File: src/design/joystick_axis_conditioner_macros.svh
// Assertion macros shared by the joystick axis conditioner RTL.
// No dependencies; define ASSERT_OFF to compile the checks out.
`ifndef JOYSTICK_AXIS_CONDITIONER_MACROS_SVH
`define JOYSTICK_AXIS_CONDITIONER_MACROS_SVH

`ifndef ASSERT_OFF
// Property must hold at every clock edge outside reset.
`define JAC_ASSERT(lbl, clk, rst_n, prop, msg) \
  lbl: assert property (@(posedge clk) disable iff (!rst_n) prop) \
    else $error(msg);
// Expression must never be true outside reset.
`define JAC_ASSERT_NEVER(lbl, clk, rst_n, expr, msg) \
  lbl: assert property (@(posedge clk) disable iff (!rst_n) !(expr)) \
    else $error(msg);
`else
`define JAC_ASSERT(lbl, clk, rst_n, prop, msg)
`define JAC_ASSERT_NEVER(lbl, clk, rst_n, expr, msg)
`endif

`endif

File: src/design/jac_pkg.sv
// Shared types, constants and the control-store program of the axis conditioner.
// Used by jac_sequencer, jac_datapath and joystick_axis_conditioner.
package jac_pkg;

  localparam int unsigned CFG_IDX_W    = 3;
  localparam int unsigned DEADZONE_W   = 11;
  localparam int unsigned WEIGHT_W     = 9;
  localparam int unsigned WEIGHT_SHIFT = 8;
  localparam int unsigned MUL_A_W      = 16;
  localparam int unsigned OUT_W        = 16;

  localparam logic [WEIGHT_W-1:0]   WEIGHT_ONE     = 9'd256;
  localparam logic [WEIGHT_W-1:0]   RESET_WEIGHT   = 9'd51;
  localparam logic [DEADZONE_W-1:0] RESET_DEADZONE = 11'd50;
  localparam logic [MUL_A_W-1:0]    SCALE_NEG      = 16'd32768;
  localparam logic [MUL_A_W-1:0]    SCALE_POS      = 16'd32767;
  localparam logic [MUL_A_W-1:0]    SCALE_THR      = 16'd255;

  typedef enum logic [CFG_IDX_W-1:0] {
    CFG_AXIS_MIN         = 3'd0,
    CFG_AXIS_CENTER      = 3'd1,
    CFG_AXIS_MAX         = 3'd2,
    CFG_DEADZONE         = 3'd3,
    CFG_THROTTLE_MODE    = 3'd4,
    CFG_SMOOTHING_WEIGHT = 3'd5
  } cfg_idx_e;

  typedef enum logic [3:0] {
    OP_NOP,
    OP_WAIT_IN,
    OP_MUL_NEW,
    OP_MUL_OLD,
    OP_AVG,
    OP_CLAMP,
    OP_DIFF,
    OP_RANGE,
    OP_MUL_SCALE,
    OP_DIV_INIT,
    OP_DIV_STEP,
    OP_SAT,
    OP_CLEAR,
    OP_EMIT
  } op_e;

  typedef enum logic [2:0] {
    COND_NEXT,
    COND_ALWAYS,
    COND_NO_INPUT,
    COND_ZERO,
    COND_DIV_MORE,
    COND_OUT_BUSY
  } cond_e;

  typedef logic [3:0] step_t;

  localparam step_t S_WAIT      = 4'd0;
  localparam step_t S_MUL_NEW   = 4'd1;
  localparam step_t S_MUL_OLD   = 4'd2;
  localparam step_t S_AVG       = 4'd3;
  localparam step_t S_CLAMP     = 4'd4;
  localparam step_t S_DIFF      = 4'd5;
  localparam step_t S_RANGE     = 4'd6;
  localparam step_t S_MUL_SCALE = 4'd7;
  localparam step_t S_DIV_INIT  = 4'd8;
  localparam step_t S_DIV       = 4'd9;
  localparam step_t S_SAT       = 4'd10;
  localparam step_t S_ZERO      = 4'd11;
  localparam step_t S_EMIT      = 4'd12;
  localparam step_t S_RET       = 4'd13;
  localparam step_t S_LAST      = S_RET;

  typedef struct packed {
    op_e   op;
    cond_e cond;
    step_t target;
  } ctrl_t;

  typedef struct packed {
    logic in_valid;
    logic zero;
    logic div_more;
    logic out_busy;
  } status_t;

  // Control store: one word per step, jump taken when cond holds.
  function automatic ctrl_t jac_rom(input step_t step);
    ctrl_t word;
    word = '{op: OP_NOP, cond: COND_ALWAYS, target: S_WAIT};
    case (step)
      S_WAIT:      word = '{op: OP_WAIT_IN,   cond: COND_NO_INPUT, target: S_WAIT};
      S_MUL_NEW:   word = '{op: OP_MUL_NEW,   cond: COND_NEXT,     target: S_WAIT};
      S_MUL_OLD:   word = '{op: OP_MUL_OLD,   cond: COND_NEXT,     target: S_WAIT};
      S_AVG:       word = '{op: OP_AVG,       cond: COND_NEXT,     target: S_WAIT};
      S_CLAMP:     word = '{op: OP_CLAMP,     cond: COND_NEXT,     target: S_WAIT};
      S_DIFF:      word = '{op: OP_DIFF,      cond: COND_NEXT,     target: S_WAIT};
      S_RANGE:     word = '{op: OP_RANGE,     cond: COND_NEXT,     target: S_WAIT};
      S_MUL_SCALE: word = '{op: OP_MUL_SCALE, cond: COND_ZERO,     target: S_ZERO};
      S_DIV_INIT:  word = '{op: OP_DIV_INIT,  cond: COND_NEXT,     target: S_WAIT};
      S_DIV:       word = '{op: OP_DIV_STEP,  cond: COND_DIV_MORE, target: S_DIV};
      S_SAT:       word = '{op: OP_SAT,       cond: COND_ALWAYS,   target: S_EMIT};
      S_ZERO:      word = '{op: OP_CLEAR,     cond: COND_NEXT,     target: S_WAIT};
      S_EMIT:      word = '{op: OP_EMIT,      cond: COND_OUT_BUSY, target: S_EMIT};
      S_RET:       word = '{op: OP_NOP,       cond: COND_ALWAYS,   target: S_WAIT};
      default:     word = '{op: OP_NOP,       cond: COND_ALWAYS,   target: S_WAIT};
    endcase
    return word;
  endfunction

endpackage

File: src/design/jac_sequencer.sv
// Step counter and control-store lookup of the axis conditioner.
// Depends on jac_pkg and joystick_axis_conditioner_macros.svh.
`include "joystick_axis_conditioner_macros.svh"

module jac_sequencer (
  input  logic            clk_i,
  input  logic            rst_ni,
  input  jac_pkg::status_t status_i,
  output jac_pkg::ctrl_t   ctrl_o
);
  import jac_pkg::*;

  step_t step_q, step_d;
  logic  jump;

  assign ctrl_o = jac_rom(step_q);

  always_comb begin
    case (ctrl_o.cond)
      COND_NEXT:     jump = 1'b0;
      COND_ALWAYS:   jump = 1'b1;
      COND_NO_INPUT: jump = !status_i.in_valid;
      COND_ZERO:     jump = status_i.zero;
      COND_DIV_MORE: jump = status_i.div_more;
      COND_OUT_BUSY: jump = status_i.out_busy;
      default:       jump = 1'b1;
    endcase
    step_d = jump ? ctrl_o.target : step_t'(step_q + 1'b1);
  end

  always_ff @(posedge clk_i or negedge rst_ni) begin
    if (!rst_ni) begin
      step_q <= S_WAIT;
    end else begin
      step_q <= step_d;
    end
  end

  `JAC_ASSERT_NEVER(a_step_in_program, clk_i, rst_ni, step_q > S_LAST, "step left program")

endmodule

File: src/design/jac_datapath.sv
// Datapath of the axis conditioner: average, clamp, deadzone, scale, divide.
// Driven by control words from jac_sequencer; depends on jac_pkg and the macros header.
`include "joystick_axis_conditioner_macros.svh"

module jac_datapath #(
  parameter int unsigned SAMPLE_BITS   = 12,
  parameter int unsigned FRACTION_BITS = 8
) (
  input  logic                               clk_i,
  input  logic                               rst_ni,
  input  jac_pkg::ctrl_t                     ctrl_i,
  output jac_pkg::status_t                   status_o,
  input  logic                               in_valid_i,
  input  logic [SAMPLE_BITS-1:0]             raw_sample_i,
  input  logic [SAMPLE_BITS-1:0]             axis_min_i,
  input  logic [SAMPLE_BITS-1:0]             axis_center_i,
  input  logic [SAMPLE_BITS-1:0]             axis_max_i,
  input  logic [jac_pkg::DEADZONE_W-1:0]     deadzone_i,
  input  logic                               throttle_mode_i,
  input  logic [jac_pkg::WEIGHT_W-1:0]       smoothing_weight_i,
  input  logic                               out_stall_i,
  output logic                               out_valid_o,
  output logic signed [jac_pkg::OUT_W-1:0]   axis_value_o
);
  import jac_pkg::*;

  localparam int unsigned SB    = SAMPLE_BITS;
  localparam int unsigned FB    = FRACTION_BITS;
  localparam int unsigned LW    = SB + FB;
  localparam int unsigned PW    = MUL_A_W + LW;
  // Scaled distance is below 2^SB times the largest factor 2^(MUL_A_W-1).
  localparam int unsigned NUM_W = SB + MUL_A_W - 1;
  localparam int unsigned CW    = $clog2(NUM_W);
  localparam int unsigned DW    = ((SB > DEADZONE_W) ? SB : DEADZONE_W) + 2;

  logic [SB-1:0]        raw_q, v_q, mdz_q, range_q, rem_q;
  logic [LW-1:0]        level_q;
  logic                 seeded_q, out_valid_q;
  logic [PW-1:0]        prod_q, acc_q;
  logic signed [DW-1:0] dist_q;
  logic                 neg_q, zero_q;
  logic [MUL_A_W-1:0]   k_q;
  logic [NUM_W-1:0]     quo_q;
  logic [CW-1:0]        cnt_q;
  logic [OUT_W-1:0]     result_q, axis_value_q;

  logic                 accept;
  logic [WEIGHT_W-1:0]  w_eff, w_cmp;
  logic [MUL_A_W-1:0]   mul_a;
  logic [LW-1:0]        mul_b;
  logic [PW-1:0]        product;
  logic [PW:0]          avg_sum;
  logic [SB-1:0]        whole, clamped;
  logic signed [DW-1:0] v_s, c_s, lo_s, hi_s, dz_s, diff, dist_d, span, mdz;
  logic                 neg_d, below, zero_d;
  logic [MUL_A_W-1:0]   k_d, q_sat;
  logic [SB:0]          rem_shift;
  logic                 fits;
  logic [SB:0]          rem_sub;
  logic                 q_big;

  assign accept = (ctrl_i.op == OP_WAIT_IN) && in_valid_i;

  // EMA weights, new sample weight capped at one
  assign w_eff = (smoothing_weight_i > WEIGHT_ONE) ? WEIGHT_ONE : smoothing_weight_i;
  assign w_cmp = WEIGHT_ONE - w_eff;

  always_comb begin
    case (ctrl_i.op)
      OP_MUL_NEW: begin
        mul_a = {{(MUL_A_W-WEIGHT_W){1'b0}}, w_eff};
        mul_b = {raw_q, {FB{1'b0}}};
      end
      OP_MUL_OLD: begin
        mul_a = {{(MUL_A_W-WEIGHT_W){1'b0}}, w_cmp};
        mul_b = level_q;
      end
      default: begin
        mul_a = k_q;
        mul_b = {{FB{1'b0}}, mdz_q};
      end
    endcase
  end

  assign product = {{LW{1'b0}}, mul_a} * {{MUL_A_W{1'b0}}, mul_b};
  assign avg_sum = {1'b0, acc_q} + {1'b0, prod_q};

  assign whole   = level_q[LW-1:FB];
  assign clamped = (whole < axis_min_i) ? axis_min_i :
                   ((whole > axis_max_i) ? axis_max_i : whole);

  assign v_s  = $signed({{(DW-SB){1'b0}}, v_q});
  assign c_s  = $signed({{(DW-SB){1'b0}}, axis_center_i});
  assign lo_s = $signed({{(DW-SB){1'b0}}, axis_min_i});
  assign hi_s = $signed({{(DW-SB){1'b0}}, axis_max_i});
  assign dz_s = $signed({{(DW-DEADZONE_W){1'b0}}, deadzone_i});

  assign diff   = v_s - c_s;
  assign neg_d  = !throttle_mode_i && (v_q < axis_center_i);
  assign dist_d = neg_d ? -diff : diff;

  // Active range on the side of centre the value lies on
  assign span   = neg_q ? (c_s - lo_s - dz_s) : (hi_s - c_s - dz_s);
  assign below  = throttle_mode_i ? (dist_q <= dz_s) : (dist_q < dz_s);
  assign zero_d = below || span[DW-1] || (span == '0);
  assign mdz    = dist_q - dz_s;
  assign k_d    = throttle_mode_i ? SCALE_THR : (neg_q ? SCALE_NEG : SCALE_POS);

  // Restoring division, one quotient bit per step
  assign rem_shift = {rem_q, quo_q[NUM_W-1]};
  assign fits      = rem_shift >= {1'b0, range_q};
  assign rem_sub   = fits ? (rem_shift - {1'b0, range_q}) : rem_shift;

  assign q_big = quo_q > {{(NUM_W-MUL_A_W){1'b0}}, k_q};
  assign q_sat = q_big ? k_q : quo_q[MUL_A_W-1:0];

  always_ff @(posedge clk_i or negedge rst_ni) begin
    if (!rst_ni) begin
      seeded_q    <= 1'b0;
      out_valid_q <= 1'b0;
    end else begin
      if (accept) begin
        seeded_q <= 1'b1;
      end
      if ((ctrl_i.op == OP_EMIT) && !(out_valid_q && out_stall_i)) begin
        out_valid_q <= 1'b1;
      end else if (out_valid_q && !out_stall_i) begin
        out_valid_q <= 1'b0;
      end
    end
  end

  always_ff @(posedge clk_i) begin
    case (ctrl_i.op)
      OP_WAIT_IN: begin
        if (accept) begin
          raw_q <= raw_sample_i;
          if (!seeded_q) begin
            level_q <= throttle_mode_i ? {axis_min_i, {FB{1'b0}}}
                                       : {axis_center_i, {FB{1'b0}}};
          end
        end
      end
      OP_MUL_NEW: prod_q <= product;
      OP_MUL_OLD: begin
        acc_q  <= prod_q;
        prod_q <= product;
      end
      OP_AVG:   level_q <= avg_sum[LW+WEIGHT_SHIFT-1:WEIGHT_SHIFT];
      OP_CLAMP: v_q <= clamped;
      OP_DIFF: begin
        neg_q  <= neg_d;
        dist_q <= dist_d;
      end
      OP_RANGE: begin
        zero_q  <= zero_d;
        mdz_q   <= mdz[SB-1:0];
        range_q <= span[SB-1:0];
        k_q     <= k_d;
      end
      OP_MUL_SCALE: prod_q <= product;
      OP_DIV_INIT: begin
        quo_q <= prod_q[NUM_W-1:0];
        rem_q <= '0;
        cnt_q <= CW'(NUM_W - 1);
      end
      OP_DIV_STEP: begin
        rem_q <= rem_sub[SB-1:0];
        quo_q <= {quo_q[NUM_W-2:0], fits};
        cnt_q <= cnt_q - 1'b1;
      end
      OP_SAT:   result_q <= neg_q ? ({OUT_W{1'b0}} - q_sat) : q_sat;
      OP_CLEAR: result_q <= '0;
      OP_EMIT: begin
        if (!(out_valid_q && out_stall_i)) begin
          axis_value_q <= result_q;
        end
      end
      default: begin
      end
    endcase
  end

  assign status_o.in_valid = in_valid_i;
  assign status_o.zero     = zero_q;
  assign status_o.div_more = (cnt_q != '0);
  assign status_o.out_busy = out_valid_q && out_stall_i;

  assign out_valid_o  = out_valid_q;
  assign axis_value_o = $signed(axis_value_q);

  `JAC_ASSERT(a_rem_below_divisor, clk_i, rst_ni, (ctrl_i.op == OP_DIV_STEP) |-> (rem_q < range_q), "remainder reached divisor")
  `JAC_ASSERT(a_emit_loads_output, clk_i, rst_ni, ((ctrl_i.op == OP_EMIT) && !status_o.out_busy) |=> out_valid_q, "result not presented")

endmodule

File: src/design/joystick_axis_conditioner.sv
// Top level of the joystick axis conditioner: configuration registers and wiring.
// Instantiates jac_sequencer and jac_datapath; depends on jac_pkg.
//
// One raw converter sample in, one conditioned axis value out. A small control
// store sequences a shared multiplier and a one-bit-per-cycle divider: a sample
// whose result scales runs the restoring divide loop, while a sample inside the
// deadzone or with no active range skips the divide. The block takes one sample
// at a time and stalls its input while it works; the finished value sits in an
// output register, so a new sample is taken while the last one waits.
// Configuration writes belong between transactions, when the block is idle.
module joystick_axis_conditioner #(
  parameter int unsigned SAMPLE_BITS   = 12,
  parameter int unsigned FRACTION_BITS = 8,
  localparam int unsigned CFG_W = (SAMPLE_BITS > jac_pkg::DEADZONE_W) ?
                                  SAMPLE_BITS : jac_pkg::DEADZONE_W
) (
  input  logic                              clk_i,
  input  logic                              rst_ni,
  input  logic                              cfg_we_i,
  input  logic [jac_pkg::CFG_IDX_W-1:0]     cfg_idx_i,
  input  logic [CFG_W-1:0]                  cfg_wdata_i,
  input  logic                              in_valid_i,
  output logic                              in_stall_o,
  input  logic [SAMPLE_BITS-1:0]            raw_sample_i,
  output logic                              out_valid_o,
  input  logic                              out_stall_i,
  output logic signed [jac_pkg::OUT_W-1:0]  axis_value_o
);
  import jac_pkg::*;

  logic [SAMPLE_BITS-1:0] axis_min_q, axis_center_q, axis_max_q;
  logic [DEADZONE_W-1:0]  deadzone_q;
  logic                   throttle_mode_q;
  logic [WEIGHT_W-1:0]    smoothing_weight_q;
  ctrl_t                  ctrl;
  status_t                status;

  always_ff @(posedge clk_i or negedge rst_ni) begin
    if (!rst_ni) begin
      axis_min_q         <= '0;
      axis_center_q      <= {1'b1, {(SAMPLE_BITS-1){1'b0}}};
      axis_max_q         <= '1;
      deadzone_q         <= RESET_DEADZONE;
      throttle_mode_q    <= 1'b0;
      smoothing_weight_q <= RESET_WEIGHT;
    end else if (cfg_we_i) begin
      case (cfg_idx_e'(cfg_idx_i))
        CFG_AXIS_MIN:         axis_min_q         <= cfg_wdata_i[SAMPLE_BITS-1:0];
        CFG_AXIS_CENTER:      axis_center_q      <= cfg_wdata_i[SAMPLE_BITS-1:0];
        CFG_AXIS_MAX:         axis_max_q         <= cfg_wdata_i[SAMPLE_BITS-1:0];
        CFG_DEADZONE:         deadzone_q         <= cfg_wdata_i[DEADZONE_W-1:0];
        CFG_THROTTLE_MODE:    throttle_mode_q    <= cfg_wdata_i[0];
        CFG_SMOOTHING_WEIGHT: smoothing_weight_q <= cfg_wdata_i[WEIGHT_W-1:0];
        default: begin
        end
      endcase
    end
  end

  // Take a sample only at the waiting step of the program
  assign in_stall_o = (ctrl.op != OP_WAIT_IN);

  jac_sequencer u_sequencer (
    .clk_i    (clk_i),
    .rst_ni   (rst_ni),
    .status_i (status),
    .ctrl_o   (ctrl)
  );

  jac_datapath #(
    .SAMPLE_BITS   (SAMPLE_BITS),
    .FRACTION_BITS (FRACTION_BITS)
  ) u_datapath (
    .clk_i              (clk_i),
    .rst_ni             (rst_ni),
    .ctrl_i             (ctrl),
    .status_o           (status),
    .in_valid_i         (in_valid_i),
    .raw_sample_i       (raw_sample_i),
    .axis_min_i         (axis_min_q),
    .axis_center_i      (axis_center_q),
    .axis_max_i         (axis_max_q),
    .deadzone_i         (deadzone_q),
    .throttle_mode_i    (throttle_mode_q),
    .smoothing_weight_i (smoothing_weight_q),
    .out_stall_i        (out_stall_i),
    .out_valid_o        (out_valid_o),
    .axis_value_o       (axis_value_o)
  );

endmodule

File: config.mk
export PLATFORM = sky130hd
export DESIGN_NAME = joystick_axis_conditioner
export DESIGN_NICKNAME = d
export VERILOG_FILES = /design/src/design/jac_pkg.sv /design/src/design/jac_sequencer.sv /design/src/design/jac_datapath.sv /design/src/design/joystick_axis_conditioner.sv
export VERILOG_INCLUDE_DIRS = /design/src /design/src/design
export SDC_FILE = /design/constraint.sdc
export NUM_CORES = 1
export LEC_CHECK = 0
export ABC_AREA = 1
export BUFFER_PORTS_ARGS = -buffer_cell sky130_fd_sc_hd__buf_2
export CAP_MARGIN = 20
export CELL_PAD_IN_SITES_DETAIL_PLACEMENT = 1
export CELL_PAD_IN_SITES_GLOBAL_PLACEMENT = 1
export CORE_ASPECT_RATIO = 1.25
export CORE_UTILIZATION = 45
export CTS_CLUSTER_DIAMETER = 150
export DETAILED_ROUTE_END_ITERATION = 7
export GPL_TIMING_DRIVEN = 0
export PLACE_DENSITY = 0.74
export SETUP_SLACK_MARGIN = 0.02
export SYNTH_ARGS = -nofsm -noshare
export SYNTH_HDL_FRONTEND = slang
export SYNTH_SLANG_ARGS = --single-unit
File: constraint.sdc
create_clock -name clk_i -period 8.01 [get_ports clk_i]
set_input_delay 0.4005 -clock clk_i [delete_from_list [all_inputs] [get_ports clk_i]]
set_output_delay 0.4005 -clock clk_i [all_outputs]
set_load 0.05 [all_outputs]
Word-level counts from Yosys, hierarchy flattened
Memory sizes are Yosys's and may differ from the RTL's. Cells that the tools add are included.

Output and inout bits: 18. Memories: 1. Bits in registers: 295. Bits in read-only memories: 176.

Memory list: (no name shown) (depth 16, bits a word 11, read ports 1, clocked after memory_dff 0, wr ports 0, RTL line jac_pkg.sv:89) `case (step)`.

Reduce and logical (&&, ||, !) cells: 29. Eq/ne operators: 25. Multiply operators: 1. $lt $le $gt $ge: 8. Add/sub/neg operators: 13. Bitwise logic cells: 1. Muxes and demuxes: 24.

Operators with widths (number): $pmux W20 S2 (2); $pmux W16 S2 (2); $mux W20 (3); $pmux W27 S2 (1); $mux W16 (3); $sub A12 B12 Y13 (3); $mux W12 (3); $add A28 B28 Y28 (1); $mul A16 B20 Y28 (1); $mux W14 (2); $sub A14 B12 Y14 (2); $gt A27 B16 Y1 (1); $eq A4 B4 Y1 const B (6); $lt A12 B12 Y1 (2); $pmux W12 S2 (1); $sub A12 B12 Y12 (2); $eq A4 B3 Y1 const B (4); $reduce_and A2 Y1 (8); $sub A1 B16 Y16 const A (1); $le A14 B12 Y1 (1); $logic_not A14 Y1 (1); $lt A14 B12 Y1 (1); $neg A14 Y14 (1); $ge A13 B12 Y1 (1); 27 further kinds (48).

Depth between registers and ports, before layout
Depth in word-level cells: 5. Gate-level depth with buffers: 39. Mapped depth without buffers: 39.

Modules after synthesis
A second synthesis with hierarchy kept.

Cell total of the unflattened synthesis: 3152. Area, all modules: 26516.7 um2.

Modules (own cells, without submodules): jac_datapath (instances 1, area an instance 23730.3 um2, sequential area each 6626.4 um2, cells each 2823); joystick_axis_conditioner (instances 1, area an instance 2321.0 um2, sequential area each 1451.4 um2, cells each 264); jac_sequencer (instances 1, area an instance 465.4 um2, sequential area each 100.1 um2, cells each 65).

Worst setup path after synthesis
OpenSTA, ideal clock, no wires.

Path kind: register -> register. Start: register u_sequencer.step_q[0]. End: register u_datapath.prod_q[22] (data pin). Stages on the path, launching flop included: 36. Arrival: 7.043 ns. Setup time: 0.252 ns. Setup slack: 0.715 ns. Buffers on the path: 1. Path through: dfrtp_1 > ha_1 > ha_1 > nand2_1 > inv_2 > nor2_4 > inv_2 > nor2_4 > inv_4 > nor2_8 > inv_4 > buf_6 > o21a_4 > nor2_1 > fa_1 > inv_1 > fa_1 > fa_1 > fa_1 > inv_1 > fa_1 > inv_1 > fa_1 > inv_1 > ha_1 > nand2_1 > nor2_1 > nand4_1 > o211ai_1 > nand2_1 > nand2_1 > a21boi_1 > o21ai_0 > nand2_1 > nand3_1 > nand2_1.

Longest elaborated chain between the ends: 4. Elaborated cells on any way between the ends: 6.

RTL lines: from (decl) (RTL line jac_sequencer.sv:13) `step_t step_q, step_d;`; from (signal assigned) (RTL line jac_sequencer.sv:35) `step_q <= step_d;`; $mem_v2 Z16 W11 (*); $eq A4 B2 Y1 (RTL line jac_datapath.sv:69) `case (ctrl_i.op)`; $pmux W16 S2 or $pmux W20 S2 (tied branches) (RTL line jac_datapath.sv:69); $mul A16 B20 Y28 (*) (RTL line jac_datapath.sv:85) `assign product = {{LW{1'b0}}, mul_a} * {{MUL_A_W{1'b0}}, mul_b};`; via u_datapath.product[22] (RTL line jac_datapath.sv:51) `logic [PW-1:0] product;`; to (signal assigned) (RTL line jac_datapath.sv:144) `OP_MUL_NEW: prod_q <= product;`; to (signal assigned) (RTL line jac_datapath.sv:147) `prod_q <= product;`; to (signal assigned) (RTL line jac_datapath.sv:161) `OP_MUL_SCALE: prod_q <= product;`; to (decl) (RTL line jac_datapath.sv:39) `logic [PW-1:0] prod_q, acc_q;`.

The timed path passes the listed nets; every way through them passes the cells marked *. A chain may end at the register's enable or synchronous reset.

Final worst setup path
Start: register u_sequencer.step_q[0]. End: register u_datapath.prod_q[25] (data pin).

Same word-level chain as after synthesis.

==> flow_metrics.env <==
export IMPL_timing_rr_end="u_datapath.prod_q[25]"
export IMPL_die_x_um=218.1
export IMPL_worst_endpoint_arrival_ps=8050
export IMPL_largest_cells_by_area_after_synthesis="sky130_fd_sc_hd__edfxtp_1 25%, sky130_fd_sc_hd__fa_1 18%, sky130_fd_sc_hd__ha_1 10%, sky130_fd_sc_hd__nand2_1 9.4%, sky130_fd_sc_hd__inv_1 8.7%"
export IMPL_ys_ff_latch=282
export IMPL_io_buffer_count=49
export IMPL_status="finished clean"
export IMPL_post_route_drc_violation_count=0
export IMPL_timing_hold_worst_endpoint="u_datapath.raw_q[5]"
export IMPL_finish_instance_area_um2=29700
export IMPL_critical_path_max_stage_delay_ps=560
export IMPL_fmax_mhz=129.1
export IMPL_routed_wl_um=85160
export IMPL_worst_setup_path_type="register to register"
export IMPL_finalWeightedCongestion=0.9451
export IMPL_grt_start_max_net_pins=64
export IMPL_min_period_ps=7748
export IMPL_vias_in_the_first_global_route=23845
export IMPL_route_detailed_wl_per_inst_um=21.21
export IMPL_synth_sequential_area_ratio=0.3114
export IMPL_drv_slew=0
export IMPL_yosys_top_cells_count="655 x sky130_fd_sc_hd__nand2_1, 607 x sky130_fd_sc_hd__inv_1, 242 x sky130_fd_sc_hd__nor2_1, 230 x sky130_fd_sc_hd__fa_1, 219 x sky130_fd_sc_hd__edfxtp_1"
export IMPL_die_h_um=272.1
export IMPL_io_pins=50
export IMPL_fp_rows=98
export IMPL_vias=21597
export IMPL_global_route_wire_length_before_repair_um=133700
export IMPL_hold_depth=1
export IMPL_initial_utilization=0.4576
export IMPL_setup_slack_ps=262.3
export IMPL_timing_max_cap_violations=0
export IMPL_r2r_cells=33
export IMPL_globalRouteOverflowTotal=0
export IMPL_drc_violation_total_after_the_first_tritonroute_iteration=903
export IMPL_global_route_usage_total=0.2954
export IMPL_worstHoldStart="raw_sample_i[5]"
export IMPL_area_delta_synth_final_pct=13.11
export IMPL_layoutNonFillerInstCount=4015
export IMPL_worst_hold_path_type="primary input to register"
export IMPL_cp_data_required_time_ps=8310
export IMPL_cts_buffers=28
export IMPL_clock_sink_count=282
export IMPL_tritoncts_clock_tree="built"
export IMPL_detailedRoute_firstPassIterationCount=4
export IMPL_async_flop_share=0.2234
export IMPL_clk_latency_worst_skew_pair_ps=580
export IMPL_timing_critical_path_slowest_stage_cell="sky130_fd_sc_hd__fa_1"
export IMPL_clkTransAtPathRegs_ps=70
export IMPL_yosys_cell_count_top_type="sky130_fd_sc_hd__nand2_1"
export IMPL_synth_edff_count=219
export IMPL_core_area_um2=57390
export IMPL_setup_reg_to_reg_worst_slack_ps=260
export IMPL_worstPathMaxFanout=6
export IMPL_post_synth_top_area_fraction=0.2504
export IMPL_timing_clock_skew_ps=17.23
export IMPL_top_cell_type_by_total_area_after_synthesis="sky130_fd_sc_hd__edfxtp_1"
export IMPL_placed_cells=3899
export IMPL_worst_pin_slew_ps=916.3
export IMPL_syn_instance_count=3075
export IMPL_routed_via_density=5.379
export IMPL_start_kind="register"
export IMPL_cp_buffers_inverters=13
export IMPL_final_layout_size_suffix_gt1_frac=0.1072
export IMPL_post_synth_num_cell_types=64
export IMPL_timing_critical_path_mode_cell="sky130_fd_sc_hd__fa_1"
export IMPL_timing_critical_path_to_type="register"
export IMPL_finalNetCount=3722
export IMPL_relSlewSlack=0.3877
export IMPL_critical_path_top_delay_family="adder cells"
export IMPL_die_area_um2=59330
export IMPL_detailed_place_hpwl_um=70590
export IMPL_num_antenna_cells=0
export IMPL_syn_area_per_cell_um2=8.540
export IMPL_hold_violations=0
export IMPL_dpl_cell_area_um2=27630
export IMPL_syn_cell_area_um2=26260
export IMPL_ctsHtreeMaxLevel=1
export IMPL_clk_root_buffer_cell="sky130_fd_sc_hd__clkbuf_16"
export IMPL_grt_antenna_before_repair=2
export IMPL_regToRegStartpoint="u_sequencer.step_q[0]"
export IMPL_synth_warning_count=0
export IMPL_final_ant_viol_nets=0
export IMPL_post_place_ws_ps=-1339
export IMPL_synth_flop_cell="sky130_fd_sc_hd__edfxtp_1"
export IMPL_post_route_fraction_of_the_period_consumed_by_the_critical_path=0.9673
export IMPL_setup_violations_final=0
export IMPL_maximum_number_of_buffers_from_clock_root_to_sink=3
[through the flow]
| stage | hold WS [ps] | TNS [ps] | utilization |
|---|---|---|---|
| after floorplan | 104.9 | 0 | - |
| after global placement | 402.5 | -9050 | 0.4795 |
| after detailed placement | 406.1 | -10470 | 0.4816 |
| after CTS | 0.7149 | -37.28 | 0.5109 |
| after global routing | 6.748 | -50.81 | 0.5176 |
| final | 23.60 | 0 | 0.5176 |
[kinds of logic after synthesis]
logic type | share of synthesized area
compound gates | 0.1115
xor+xnor | 0.03035
fa+ha+maj | 0.2787
buf+inv | 0.1020
flops | 0.3114
mux | 0.0003812
other cells | 0.0002860
simple gates | 0.1654
[per-layer routing]
| metal | vias up | wire length [um] | GRT usage |
|---|---|---|---|
| met4 | 0 | 5365 | 0.1601 |
| met5 | - | 0 | 0 |
| met2 | 436 | 44280 | 0.5421 |
| li1 | 10099 | - | - |
| met1 | 10833 | 33080 | 0.3388 |
| met3 | 229 | 2434 | 0.02155 |
[sequential cells by signal, indices dropped and copies added, names as in the netlist, 14 cells and up]
| signal | flops |
|---|---|
| u_datapath.acc_q | 28 |
| u_datapath.axis_value_o | 16 |
| u_datapath.dist_q | 14 |
| u_datapath.level_q | 20 |
| u_datapath.prod_q | 28 |
| u_datapath.quo_q | 27 |
| u_datapath.result_q | 16 |
[final cells by class]
cell class | count | area [um2]
fillers | 6847 | 27680
multi-input cells | 2120 | 15910
flip-flops and latches | 282 | 8179
inverters | 639 | 2451
well taps | 750 | 938.4
repair buffers | 119 | 889.6
clock buffers | 32 | 779.5
plain buffers | 53 | 331.6
clock inverters | 20 | 221.5
[cells in the final DEF (no fill, tap or decap), types with 12 or more instances in the layout]
master / count
sky130_fd_sc_hd__a31oi_1: 15
sky130_fd_sc_hd__clkbuf_1: 30
sky130_fd_sc_hd__buf_4: 55
sky130_fd_sc_hd__fa_1: 225
sky130_fd_sc_hd__ha_1: 207
sky130_fd_sc_hd__buf_2: 56
sky130_fd_sc_hd__o21ai_0: 198
sky130_fd_sc_hd__nor2_1: 237
sky130_fd_sc_hd__inv_1: 598
sky130_fd_sc_hd__inv_2: 29
sky130_fd_sc_hd__conb_1: 21
sky130_fd_sc_hd__nor3_1: 23
sky130_fd_sc_hd__edfxtp_1: 219
sky130_fd_sc_hd__clkbuf_16: 31
sky130_fd_sc_hd__or2_2: 12
sky130_fd_sc_hd__nand3_1: 86
sky130_fd_sc_hd__nand4_1: 18
sky130_fd_sc_hd__dfrtp_1: 42
sky130_fd_sc_hd__xnor2_1: 29
sky130_fd_sc_hd__a21o_1: 14
sky130_fd_sc_hd__nand2_1: 641
sky130_fd_sc_hd__xor2_1: 59
sky130_fd_sc_hd__dfstp_2: 20
sky130_fd_sc_hd__a21oi_1: 168
[worst max path at each step]
stage | endpoint | cells past startpoint | start | slack (ps)
after floorplan | u_datapath.prod_q[22] | 35 | u_sequencer.step_q[0] | 720
after global placement | u_datapath.prod_q[24] | 31 | u_sequencer.step_q[0] | -1290
after detailed placement | u_datapath.prod_q[24] | 31 | u_sequencer.step_q[0] | -1340
after CTS | u_datapath.prod_q[24] | 30 | u_sequencer.step_q[0] | -20
after global routing | u_datapath.prod_q[27] | 38 | u_sequencer.step_q[0] | -20
final | u_datapath.prod_q[25] | 33 | u_sequencer.step_q[0] | 260
[what timing repair did]
action                                 4_1_cts  5_1_grt
hold buffers                                10        0
resized for setup                           70       54
setup endpoints to repair                   15       11
buffers inserted                            33       20
pin swaps                                    9       25
gates cloned                                 1        0
endpoints found under the hold margin       52        0
Power is not shown: default switching activity piles up to over one toggle a cycle in this logic, so the estimate is an artifact.
